[config.mk]
export PLATFORM = sky130hd
export DESIGN_NAME = source_comment_string_masker
export DESIGN_NICKNAME = d
export VERILOG_FILES = /design/src/hw/rtl/scsm_pkg.sv /design/src/hw/rtl/scsm_front.sv /design/src/hw/rtl/scsm_queue.sv /design/src/hw/rtl/scsm_back.sv /design/src/hw/rtl/source_comment_string_masker.sv
export SDC_FILE = /design/constraint.sdc
export NUM_CORES = 1
export LEC_CHECK = 0
export BUFFER_PORTS_ARGS = -buffer_cell sky130_fd_sc_hd__buf_2
export CAP_MARGIN = 40
export CORE_ASPECT_RATIO = 1.1
export CORE_MARGIN = 2
export CORE_UTILIZATION = 68
export CTS_CLUSTER_DIAMETER = 120
export DETAILED_ROUTE_END_ITERATION = 8
export GPL_TIMING_DRIVEN = 1
export PLACE_DENSITY = 0.83
export SLEW_MARGIN = 20
export SYNTH_ARGS = -nofsm -noshare
export SYNTH_HDL_FRONTEND = slang
export SYNTH_SLANG_ARGS = --single-unit
[constraint.sdc]
create_clock -name clk -period 14.9 [get_ports clk]
set_clock_uncertainty 0.05 [all_clocks]
set_input_delay 0 -clock clk [delete_from_list [all_inputs] [get_ports clk]]
set_output_delay 0 -clock clk [all_outputs]
set_load 0.05 [all_outputs]
[src/hw/rtl/scsm_pkg.sv]
package scsm_pkg;

  // Widths that hold an '=' run or a result count for any bracket depth up to 62
  localparam int LVL_W = 6;
  localparam int TOT_W = 7;

  localparam logic [7:0] CH_LF    = 8'd10;
  localparam logic [7:0] CH_CR    = 8'd13;
  localparam logic [7:0] CH_SP    = 8'd32;
  localparam logic [7:0] CH_DQ    = 8'd34;
  localparam logic [7:0] CH_HASH  = 8'd35;
  localparam logic [7:0] CH_SQ    = 8'd39;
  localparam logic [7:0] CH_STAR  = 8'd42;
  localparam logic [7:0] CH_DASH  = 8'd45;
  localparam logic [7:0] CH_SLASH = 8'd47;
  localparam logic [7:0] CH_EQ    = 8'd61;
  localparam logic [7:0] CH_LBR   = 8'd91;
  localparam logic [7:0] CH_BSL   = 8'd92;
  localparam logic [7:0] CH_RBR   = 8'd93;
  localparam logic [7:0] CH_BTICK = 8'd96;

  localparam logic [1:0] Q_SQ    = 2'd1;
  localparam logic [1:0] Q_DQ    = 2'd2;
  localparam logic [1:0] Q_BTICK = 2'd3;

  typedef enum logic [2:0] {
    M_CODE    = 3'd0,
    M_LINE    = 3'd1,
    M_DASH    = 3'd2,
    M_DASH_EQ = 3'd3,
    M_LONG    = 3'd4,
    M_BLOCK   = 3'd5,
    M_QOPEN   = 3'd6,
    M_STRING  = 3'd7
  } mode_t;

  typedef enum logic [1:0] {
    P_NONE    = 2'd0,
    P_SLASH   = 2'd1,
    P_DASH    = 2'd2,
    P_BRACKET = 2'd3
  } pend_t;

  // One input byte's worth of output: held group, current byte, trailing group
  typedef struct packed {
    pend_t             a_kind;
    logic [LVL_W-1:0]  a_cnt;
    logic              a_mask;
    logic [7:0]        c_byte;
    pend_t             b_kind;
    logic [LVL_W-1:0]  b_cnt;
    logic              last;
    logic [TOT_W-1:0]  n_a;
    logic [TOT_W-1:0]  n_ac;
    logic [TOT_W-1:0]  total;
  } cmd_t;

endpackage

[src/hw/rtl/scsm_front.sv]
module scsm_front import scsm_pkg::*; #(
  parameter int MAX_LEVEL = 14
) (
  input  logic       clk,
  input  logic       rst,
  input  logic       in_valid,
  output logic       in_stall,
  input  logic [7:0] in_byte,
  input  logic       in_last,
  input  logic       full,
  output logic       push,
  output cmd_t       push_cmd
);

  localparam int LvlW = $clog2(MAX_LEVEL + 1);
  localparam logic [LvlW-1:0] MaxLvl = LvlW'(MAX_LEVEL);

  mode_t           mode, mode_next;
  pend_t           pk, pk_next;
  logic [LvlW-1:0] peq, peq_next;
  logic [LvlW-1:0] lvl, lvl_next;
  logic [LvlW-1:0] ceq, ceq_next;
  logic            cs, cs_next;
  logic [1:0]      qc, qc_next;
  logic [1:0]      qrun, qrun_next;
  logic            trip, trip_next;
  logic            esc, esc_next;
  logic            star, star_next;

  logic            accept;
  logic            go_plain, go_string;
  logic [7:0]      qb;
  logic            plain_out;
  pend_t           a_kind, b_kind;
  logic [LvlW-1:0] a_cnt, b_cnt;
  logic            a_mask, c_on, c_msk;
  logic [TOT_W-1:0] n_a, n_ac, n_b;

  assign in_stall = full;
  assign accept   = in_valid && !full;

  always_comb begin
    unique case (qc)
      Q_SQ:    qb = CH_SQ;
      Q_DQ:    qb = CH_DQ;
      default: qb = CH_BTICK;
    endcase
  end

  always_comb begin : next_state
    mode_next = mode;
    pk_next   = pk;
    peq_next  = peq;
    lvl_next  = lvl;
    ceq_next  = ceq;
    cs_next   = cs;
    qc_next   = qc;
    qrun_next = qrun;
    trip_next = trip;
    esc_next  = esc;
    star_next = star;
    go_plain  = 1'b0;
    go_string = 1'b0;
    unique case (mode)
      M_CODE: begin
        unique case (pk)
          P_SLASH: begin
            pk_next = P_NONE;
            if (in_byte == CH_SLASH || in_byte == CH_STAR) begin
              mode_next = (in_byte == CH_SLASH) ? M_LINE : M_BLOCK;
              star_next = 1'b0;
            end else begin
              go_plain = 1'b1;
            end
          end
          P_DASH: begin
            pk_next = P_NONE;
            if (in_byte == CH_DASH) mode_next = M_DASH;
            else go_plain = 1'b1;
          end
          P_BRACKET: begin
            if (in_byte == CH_EQ && peq < MaxLvl) begin
              peq_next = peq + LvlW'(1);
            end else begin
              pk_next  = P_NONE;
              peq_next = '0;
              if (in_byte == CH_LBR) begin
                mode_next = M_LONG;
                lvl_next  = peq;
                cs_next   = 1'b0;
                ceq_next  = '0;
              end else if (in_byte != CH_EQ) begin
                go_plain = 1'b1;
              end
            end
          end
          default: go_plain = 1'b1;
        endcase
      end
      M_LINE: begin
        if (in_byte == CH_LF) mode_next = M_CODE;
      end
      M_DASH: begin
        if (in_byte == CH_LBR) begin
          mode_next = M_DASH_EQ;
          peq_next  = '0;
        end else begin
          mode_next = (in_byte == CH_LF) ? M_CODE : M_LINE;
        end
      end
      M_DASH_EQ: begin
        if (in_byte == CH_EQ) begin
          if (peq < MaxLvl) peq_next = peq + LvlW'(1);
          else mode_next = M_LINE;
        end else if (in_byte == CH_LBR) begin
          mode_next = M_LONG;
          lvl_next  = peq;
          cs_next   = 1'b0;
          ceq_next  = '0;
        end else begin
          mode_next = (in_byte == CH_LF) ? M_CODE : M_LINE;
        end
        if (mode_next != M_DASH_EQ) peq_next = '0;
      end
      M_LONG: begin
        if (!cs) begin
          if (in_byte == CH_RBR) begin
            cs_next  = 1'b1;
            ceq_next = '0;
          end
        end else if (in_byte == CH_EQ) begin
          if (ceq < lvl) ceq_next = ceq + LvlW'(1);
          else cs_next = 1'b0;
        end else if (in_byte == CH_RBR) begin
          if (ceq == lvl) mode_next = M_CODE;
          ceq_next = '0;
        end else begin
          cs_next = 1'b0;
        end
      end
      M_BLOCK: begin
        if (star && in_byte == CH_SLASH) mode_next = M_CODE;
        else star_next = (in_byte == CH_STAR);
      end
      M_QOPEN: begin
        if (qrun >= 2'd2) begin
          qrun_next = '0;
          if (in_byte == qb) begin
            mode_next = M_STRING;
            trip_next = 1'b1;
          end else begin
            mode_next = M_CODE;
            go_plain  = 1'b1;
          end
        end else if (in_byte == qb) begin
          qrun_next = 2'd2;
        end else begin
          mode_next = M_STRING;
          qrun_next = '0;
          go_string = 1'b1;
        end
      end
      default: go_string = 1'b1;
    endcase

    if (go_string) begin
      if (esc) begin
        esc_next  = 1'b0;
        qrun_next = '0;
      end else if (in_byte == CH_BSL) begin
        esc_next  = 1'b1;
        qrun_next = '0;
      end else if (trip) begin
        if (in_byte == qb) begin
          if (qrun_next >= 2'd2) mode_next = M_CODE;
          qrun_next = qrun_next + 2'd1;
        end else begin
          qrun_next = '0;
        end
      end else if (in_byte == qb) begin
        mode_next = M_CODE;
      end
    end

    if (go_plain) begin
      unique case (in_byte) inside
        CH_HASH:  mode_next = M_LINE;
        CH_SLASH: pk_next = P_SLASH;
        CH_DASH:  pk_next = P_DASH;
        CH_LBR: begin
          pk_next  = P_BRACKET;
          peq_next = '0;
        end
        CH_SQ, CH_DQ, CH_BTICK: begin
          qc_next   = (in_byte == CH_SQ) ? Q_SQ : (in_byte == CH_DQ) ? Q_DQ : Q_BTICK;
          mode_next = (in_byte == CH_BTICK) ? M_STRING : M_QOPEN;
          qrun_next = (in_byte == CH_BTICK) ? 2'd0 : 2'd1;
          trip_next = 1'b0;
          esc_next  = 1'b0;
        end
        default: ;
      endcase
    end
  end

  always_comb begin : outputs
    a_kind    = P_NONE;
    a_cnt     = '0;
    a_mask    = 1'b0;
    c_on      = 1'b0;
    c_msk     = 1'b0;
    plain_out = 1'b0;
    unique case (mode)
      M_CODE: begin
        unique case (pk)
          P_SLASH: begin
            a_kind = P_SLASH;
            if (in_byte == CH_SLASH || in_byte == CH_STAR) begin
              a_mask = 1'b1;
              c_on   = 1'b1;
              c_msk  = 1'b1;
            end else begin
              plain_out = 1'b1;
            end
          end
          P_DASH: begin
            a_kind = P_DASH;
            if (in_byte == CH_DASH) begin
              a_mask = 1'b1;
              c_on   = 1'b1;
              c_msk  = 1'b1;
            end else begin
              plain_out = 1'b1;
            end
          end
          P_BRACKET: begin
            if (in_byte == CH_EQ) begin
              if (peq >= MaxLvl) begin
                a_kind = P_BRACKET;
                a_cnt  = peq;
                c_on   = 1'b1;
              end
            end else begin
              a_kind = P_BRACKET;
              a_cnt  = peq;
              if (in_byte == CH_LBR) begin
                a_mask = 1'b1;
                c_on   = 1'b1;
                c_msk  = 1'b1;
              end else begin
                plain_out = 1'b1;
              end
            end
          end
          default: plain_out = 1'b1;
        endcase
      end
      M_QOPEN: begin
        if (qrun >= 2'd2 && in_byte != qb) begin
          plain_out = 1'b1;
        end else begin
          c_on  = 1'b1;
          c_msk = 1'b1;
        end
      end
      default: begin
        c_on  = 1'b1;
        c_msk = 1'b1;
      end
    endcase

    if (plain_out) begin
      unique case (in_byte) inside
        CH_SLASH, CH_DASH, CH_LBR: ;
        CH_HASH, CH_SQ, CH_DQ, CH_BTICK: begin
          c_on  = 1'b1;
          c_msk = 1'b1;
        end
        default: c_on = 1'b1;
      endcase
    end

    b_kind = in_last ? pk_next : P_NONE;
    b_cnt  = (b_kind == P_BRACKET) ? peq_next : '0;
  end

  always_comb begin
    n_a  = (a_kind != P_NONE) ? TOT_W'(a_cnt) + TOT_W'(1) : '0;
    n_ac = n_a + TOT_W'(c_on);
    n_b  = (b_kind != P_NONE) ? TOT_W'(b_cnt) + TOT_W'(1) : '0;
    push_cmd.a_kind = a_kind;
    push_cmd.a_cnt  = LVL_W'(a_cnt);
    push_cmd.a_mask = a_mask;
    push_cmd.c_byte = (c_msk && in_byte != CH_CR && in_byte != CH_LF) ? CH_SP : in_byte;
    push_cmd.b_kind = b_kind;
    push_cmd.b_cnt  = LVL_W'(b_cnt);
    push_cmd.last   = in_last;
    push_cmd.n_a    = n_a;
    push_cmd.n_ac   = n_ac;
    push_cmd.total  = n_ac + n_b;
  end

  assign push = accept && (push_cmd.total != '0);

  always_ff @(posedge clk) begin
    if (rst || (accept && in_last)) begin
      mode <= M_CODE;
      pk   <= P_NONE;
      peq  <= '0;
      lvl  <= '0;
      ceq  <= '0;
      cs   <= 1'b0;
      qc   <= '0;
      qrun <= '0;
      trip <= 1'b0;
      esc  <= 1'b0;
      star <= 1'b0;
    end else if (accept) begin
      mode <= mode_next;
      pk   <= pk_next;
      peq  <= peq_next;
      lvl  <= lvl_next;
      ceq  <= ceq_next;
      cs   <= cs_next;
      qc   <= qc_next;
      qrun <= qrun_next;
      trip <= trip_next;
      esc  <= esc_next;
      star <= star_next;
    end
  end

  a_last_restarts: assert property (@(posedge clk) disable iff (rst)
    (accept && in_last) |=> (mode == M_CODE && pk == P_NONE))
    else $error("scanner not back in code after last byte");

  a_eq_bounded: assert property (@(posedge clk) disable iff (rst)
    (peq <= MaxLvl) && (ceq <= lvl))
    else $error("bracket level count out of range");

endmodule

[src/hw/rtl/scsm_queue.sv]
module scsm_queue import scsm_pkg::*; #(
  parameter int DEPTH = 4
) (
  input  logic clk,
  input  logic rst,
  input  logic push,
  input  cmd_t push_cmd,
  output logic full,
  input  logic pop,
  output logic head_valid,
  output cmd_t head
);

  localparam int PtrW = (DEPTH > 1) ? $clog2(DEPTH) : 1;
  localparam int CntW = $clog2(DEPTH + 1);

  cmd_t            slot [DEPTH];
  logic [PtrW-1:0] wr_ptr, rd_ptr;
  logic [CntW-1:0] count;

  assign full       = (count == CntW'(DEPTH));
  assign head_valid = (count != '0);
  assign head       = slot[rd_ptr];

  always_ff @(posedge clk) begin
    if (push) slot[wr_ptr] <= push_cmd;
  end

  always_ff @(posedge clk) begin
    if (rst) begin
      wr_ptr <= '0;
      rd_ptr <= '0;
      count  <= '0;
    end else begin
      if (push) wr_ptr <= (wr_ptr == PtrW'(DEPTH - 1)) ? '0 : wr_ptr + PtrW'(1);
      if (pop)  rd_ptr <= (rd_ptr == PtrW'(DEPTH - 1)) ? '0 : rd_ptr + PtrW'(1);
      if (push && !pop)      count <= count + CntW'(1);
      else if (pop && !push) count <= count - CntW'(1);
    end
  end

  a_no_overflow: assert property (@(posedge clk) disable iff (rst)
    push |-> (!full || pop))
    else $error("transaction pushed into full queue");

endmodule

[src/hw/rtl/scsm_back.sv]
module scsm_back import scsm_pkg::*; (
  input  logic       clk,
  input  logic       rst,
  input  logic       head_valid,
  input  cmd_t       head,
  output logic       pop,
  output logic       out_valid,
  input  logic       out_stall,
  output logic [7:0] out_byte,
  output logic       run_last,
  output logic       stream_last
);

  logic [TOT_W-1:0] pos;
  logic             advance;
  logic             at_end;
  logic [7:0]       gen_byte;

  function automatic logic [7:0] kind_char(pend_t k);
    unique case (k)
      P_SLASH:   return CH_SLASH;
      P_DASH:    return CH_DASH;
      default:   return CH_LBR;
    endcase
  endfunction

  assign advance = head_valid && (!out_valid || !out_stall);
  assign at_end  = (pos == head.total - TOT_W'(1));
  assign pop     = advance && at_end;

  always_comb begin
    if (pos < head.n_a) begin
      gen_byte = (pos == '0) ? kind_char(head.a_kind) : CH_EQ;
      if (head.a_mask) gen_byte = CH_SP;
    end else if (pos < head.n_ac) begin
      gen_byte = head.c_byte;
    end else begin
      gen_byte = (pos == head.n_ac) ? kind_char(head.b_kind) : CH_EQ;
    end
  end

  always_ff @(posedge clk) begin
    if (rst) begin
      out_valid <= 1'b0;
      pos       <= '0;
    end else if (advance) begin
      out_valid <= 1'b1;
      pos       <= at_end ? '0 : pos + TOT_W'(1);
    end else if (!out_stall) begin
      out_valid <= 1'b0;
    end
  end

  always_ff @(posedge clk) begin
    if (advance) begin
      out_byte    <= gen_byte;
      run_last    <= at_end;
      stream_last <= at_end && head.last;
    end
  end

  a_pos_in_cmd: assert property (@(posedge clk) disable iff (rst)
    head_valid |-> (head.total != '0 && pos < head.total))
    else $error("expansion position outside transaction");

  a_stream_end: assert property (@(posedge clk) disable iff (rst)
    (out_valid && stream_last) |-> run_last)
    else $error("stream end not on run end");

  a_pos_idle: assert property (@(posedge clk) disable iff (rst)
    !head_valid |-> (pos == '0))
    else $error("position left mid-transaction with queue empty");

endmodule

[src/hw/rtl/source_comment_string_masker.sv]
// channel | direction | handshake          | payload
// in      | input     | in_valid/in_stall   | in_byte, in_last
// out     | output    | out_valid/out_stall | out_byte, run_last, stream_last
//
// One byte per cycle when queued and unstalled; an input byte's N results go in order.
// An accepted byte passes the queue register, then the output register, before out_valid.
// The command queue (QUEUE_DEPTH entries) lets input run on while expansions drain.
// in_stall rises only when the queue is full; out_stall freezes the output register while out_valid is high.
// rst empties the queue and returns the scanner to code mode.
module source_comment_string_masker import scsm_pkg::*; #(
  parameter int MAX_LEVEL   = 14,
  parameter int QUEUE_DEPTH = 4
) (
  input  logic       clk,
  input  logic       rst,
  input  logic       in_valid,
  output logic       in_stall,
  input  logic [7:0] in_byte,
  input  logic       in_last,
  output logic       out_valid,
  input  logic       out_stall,
  output logic [7:0] out_byte,
  output logic       run_last,
  output logic       stream_last
);

  logic q_full, q_push, q_pop, q_head_valid;
  cmd_t q_push_cmd, q_head;

  scsm_front #(
    .MAX_LEVEL(MAX_LEVEL)
  ) u_front (
    .clk      (clk),
    .rst      (rst),
    .in_valid (in_valid),
    .in_stall (in_stall),
    .in_byte  (in_byte),
    .in_last  (in_last),
    .full     (q_full),
    .push     (q_push),
    .push_cmd (q_push_cmd)
  );

  scsm_queue #(
    .DEPTH(QUEUE_DEPTH)
  ) u_queue (
    .clk        (clk),
    .rst        (rst),
    .push       (q_push),
    .push_cmd   (q_push_cmd),
    .full       (q_full),
    .pop        (q_pop),
    .head_valid (q_head_valid),
    .head       (q_head)
  );

  scsm_back u_back (
    .clk         (clk),
    .rst         (rst),
    .head_valid  (q_head_valid),
    .head        (q_head),
    .pop         (q_pop),
    .out_valid   (out_valid),
    .out_stall   (out_stall),
    .out_byte    (out_byte),
    .run_last    (run_last),
    .stream_last (stream_last)
  );

endmodule

# Word level (Yosys, flattened, before mapping)
# Memories as Yosys holds them, arrays and structs flattened. A register that Yosys moved wholly into a read port is not among the register bits.
# Cells that the tools add are included.
# word_totals
out_inout_bits	12
input_bits	13
ff_bits	50
mem_count	1
word_cells	289
ram_bits	172
# memory_table
name	words	width	rd	rd_ports_with_merged_regs	wr	line	rtl
u_queue.slot	4	43	1	1	1	scsm_queue.sv:17	cmd_t slot [DEPTH];
# op_classes
muxes	160
n_reduce_logical	41
eq_ne	48
magnitude_cmp	7
add_sub_neg	13
# op_table
op	count
two-way mux 4 bit	25
two-way mux 3 bit	29
equality test 8 x 6 -> 1 bit, second input constant	7
two-way mux 1 bit	52
two-way mux 2 bit	22
case mux 7 bit (2 select lines)	3
two-way mux 7 bit	5
equality test 8 x 7 -> 1 bit, second input constant	4
two-way mux 8 bit	4
case mux 4 bit (3 select lines)	2
case mux 3 bit (7 select lines)	1
equality test 2 bit, second input constant	8
inequality test 8 x 4 -> 1 bit, second input constant	2
case mux 1 bit (3 select lines)	5
AND reduction 5 bit	3
equality test 7 bit	2
< comparator 7 bit	2
logical AND 1 bit	13
equality test 3 bit, second input constant	4
case mux 1 bit (2 select lines)	6
case mux 2 bit (3 select lines)	2
adder 4 x 1 -> 5 bit, second input constant	2
inequality test 2 bit, second input constant	5
nonzero test 2 bit	5
39 further kinds	56

# Logic depth before layout (Yosys ltp)
# depth
word_depth	20
ltp_mapped	24
mapped_depth_nobuf	22

# Hierarchy
# From an unflattened synthesis, not the netlist that was laid out.
# unflattened
hier_cells	895
hier_area_um2	11891.4
# by_module_without_submodules
mod	cells_each	seq_area_each_um2	n_inst	area_each_um2
scsm_queue	289	5825.6	1	7248.2
scsm_front	431	500.5	1	3094.2
scsm_back	175	460.4	1	1549.0

# Worst setup path after synthesis
# OpenSTA, ideal clock, no wires.
# synth_timing
path_type	reg2reg
from	register u_front.peq[0]
to	register u_queue.count[2]
setup_time_ns	0.072
n_path_buf	2
period_less_slack_ns	5.446
t_arrival_ns	5.324
path_stages_with_launch	24
setup_slack_ns	9.454
required_time_ns	14.778
path_cell_list	dfxtp_1 clkbuf_1 inv_1 ha_1 o211a_1 nor4_1 nor3_1 ha_1 and2_1 ha_1 xor2_1 ha_1 a21o_1 a21oi_1 xnor2_1 or4_1 o31a_1 clkbuf_1 ha_1 inv_1 fa_1 xor2_1 or3_1 a21oi_1
# synth_rtl
item	line	rtl
start: declaration	scsm_front.sv:20	logic [LvlW-1:0] peq, peq_next;
start signal: assignment	scsm_front.sv:321	peq <= peq_next;
end signal: assignment	scsm_queue.sv:37	if (push && !pop) count <= count + CntW'(1);
end signal: assignment	scsm_queue.sv:38	else if (pop && !push) count <= count - CntW'(1);
end: declaration	scsm_queue.sv:19	logic [CntW-1:0] count;

==> metrics.txt <==
RSZ-0062 raised after global routing no; Place WS 8960 ps; Max Fclk between 0.15 and 0.2 GHz; CP Class reg2reg; CP most frequent cell ha_1; PwrDens around 140 nW/um^2; Synth top area share between 40% and 50%; Final period util about two fifths; I/O Buffers 24; GR Util All Layers between 30% and 40%; Setup WS post-layout 8700 ps; Int Pwr slightly above 0.001 W; crit path max-delay cell type or3b_2; setup tns final 0 ps; Sw Ratio 32.4%; vias per cell 6.60; commonest non-fill, non-tap cells in the layout 138 x edfxtp_1, 46 x nor2_1, 41 x inv_1, 41 x a21oi_1, 41 x dfxtp_1; initial DRC count 725; R2R setup slack 8700 ps; Clock power frac between 20% and 30%; Pre-Repair DR Iteration Count 5; final non-filler cell total between 900 and 1000; sequential fraction of the synthesis area 53.3%; Slew Viols, Final 0; Synth Flop Type edfxtp_1; Cells after DPL between 900 and 1000; die area 14700 um^2; max layer used met4; GP Congestion 0.892; initial antenna violation count 0; headroom to the max-slew limit ~44%; Die H 127 um; min Tclk post-route 6200 ps; CTS buffer count 17; number of synthesized flops with an enable pin about 140; I/O pin total 25; leading cell type in the layout, fill and taps excluded edfxtp_1; Switch Pwr 0.000485 W; peak supply drop 0.101 mV; P_leak about 3.6 nW; ys async rst share 0%; met1 wire length ~8.4 mm; Final nets 848; synthesized area slightly above 9000 um^2; Clk pin slew, worst setup/hold paths 70 ps; Fin. Hold Viols 0; Std-Cell Rows 44; Post-route DRC 0; Setup crit end kind register; clk_lat worst skew 440 ps; Netlist cell types 87; post-DP HPWL between 10 and 15 mm; clock root buffer clkbuf_16; share of layout cells above drive strength 1 16.1%; Max-cap violations 0; top cells by area, synth edfxtp_1 44%, dfxtp_1 9.0%, mux4_2 7.7%; GRT Residual Overflow 0; total power 0.00149 W; CP peak stage delay 500 ps; synthesis-stage register bit count 180; critical path launch point type register; Routed met3 length ~1.4 mm; worst r2r path cells 22; min-delay worst type in2reg; WP data arrival 6520 ps; Max Buffers Root-to-Sink 2; ANT cells 0; vias in the first global route 6614; Core ar. between 10000 and 15000 um^2; CTS tree built; Die Width around 120 um; Hold Path Depth 4; H-tree levels 4; Synth warnings 0; Post-Syn Area per Cell about 12 um^2; Post CTS Setup Buffer Count 0; status finished clean; largest net degree at the start of global routing 33; count of clock tree sinks 180; first-pass GRT wire length 35.3 mm; slew of the pin with the lowest slew margin 827 ps; Antenna Nets Post-Route 0; DRT Wirelength between 20 and 25 mm; via count between 6000 and 7000; setup violators final 0; worst-path fanout max 8; Synth area leader edfxtp_1; Seq pwr share 44.6%; Synth Instances roughly 760; Initial Util 70.2%; DR WL/cell 22.2 um; crit-path cells inv_1 > ha_1 > or3b_2 > a221oi_4 > nand3b_1 > o21a_2 > o311ai_0 > ha_1 > ha_1 > xor2_1 > ha_1 > a21o_1 > a21oi_1 > xnor2_1 > or4_1 > o31a_1 > ha_1 > inv_1 > fa_1 > xor2_1 > or3_1 > a21oi_1; met2 WL between 10 and 15 mm; CP Data Required Time 15220 ps; area grow syn2layout 10.4%; Gate power share 25.7%
-- cell type report --
| type | count | area, um^2 |
|---|---|---|
| inverter | 41 | 154 |
| timing repair buffer | 46 | 295 |
| clock buffer | 18 | 429 |
| tap | 184 | 230 |
| clock inverter | 14 | 156 |
| sequential | 180 | 4990 |
| multi-input combinational | 509 | 4080 |
| fill | 806 | 2990 |
-- synthesized netlist by cell type (9+ instances only) --
cell	instances
mux4_2	32
a21oi_1	41
nand2b_1	11
and2_1	25
nor2b_1	9
inv_1	41
edfxtp_1	138
or3_1	9
o21ai_0	32
xor2_1	13
nor2_1	46
nor3_1	22
xnor2_1	13
clkbuf_1	30
nand3_1	10
ha_1	38
dfxtp_1	42
nand2_1	35
a211oi_1	9
-- critical path: cells and delay by family, from the launching register on --
family,cells,cell delay (ps)
xor+xnor,3,810
compound gates,7,1700
flops,1,340
fa+ha+maj,6,1790
simple gates,4,1300
buf+inv,2,130
-- per-stage QoR --
stage	hold WS (ps)	utilization, %	cell area [um^2]
3_5_place_dp	219	72.6	9670
3_3_place_gp	213	72.3	9640
5_1_grt	59.7	77.5	10300
2_1_floorplan	48.9	-	9380
4_1_cts	9.71	77.5	10300
6_report	15.2	77.5	10300
-- power groups by stage --
| stage | Combinational [W] | Sequential [W] | Clock, W |
|---|---|---|---|
| 2_1_floorplan | 0.000213 | 0.000718 | 0 |
| 3_3_place_gp | 0.000344 | 0.000667 | 0 |
| 3_5_place_dp | 0.000368 | 0.000673 | 0 |
| 4_1_cts | 0.000380 | 0.000665 | 0.000449 |
| 5_1_grt | 0.000411 | 0.000672 | 0.000466 |
| 6_report | 0.000384 | 0.000666 | 0.000444 |
-- per-layer routing --
layer	track usage, %	vias to the layer above
met5	0	-
met3	5.83	66
met4	15.1	0
met1	39.6	3186
li1	-	2981
met2	54.6	314
-- logic make-up after synthesis --
logic type	Yosys count	share of synthesized area, %
AND/OR/NAND/NOR	230	14.0
flip-flops	180	53.3
AO/OA/AOI/OAI	162	12.2
buffers and inverters	81	3.54
multiplexers	42	8.80
adder cells (fa/ha/maj)	40	5.51
XOR/XNOR	27	2.67
other	1	0.0401
-- state kept, by name (all words and copies together) (netlist names), named ones only --
name / count
u_queue.count: 3
u_queue.slot: 128
u_front.cs: 1
u_queue.rd_ptr: 2
u_front.star: 1
u_front.qrun: 2
u_back.out_valid: 1
u_front.esc: 1
u_front.mode: 3
u_back.pos: 7
u_front.lvl: 4
u_queue.wr_ptr: 2
u_back.stream_last: 1
u_front.trip: 1
u_back.out_byte: 8
u_front.peq: 4
u_back.run_last: 1
u_front.pk: 2
u_front.ceq: 4
u_front.qc: 2
-- what timing repair did --
item                                   4_1_cts  5_1_grt
resized for setup                            0        0
hold buffers                                 7        0
endpoints found under the hold margin       27        0
-- worst paths after layout --
| kind | end | start |
|---|---|---|
| hold / removal | u_front.qrun[0] | in_valid |
| setup / recovery | u_queue.count[2] | u_front.qc[1] |
| hold reg to reg | u_front.qrun[0] | u_front.qrun[0] |
| setup reg to reg | u_queue.count[2] | u_front.qc[1] |
Note: power is estimated with default switching activity, not from simulation.
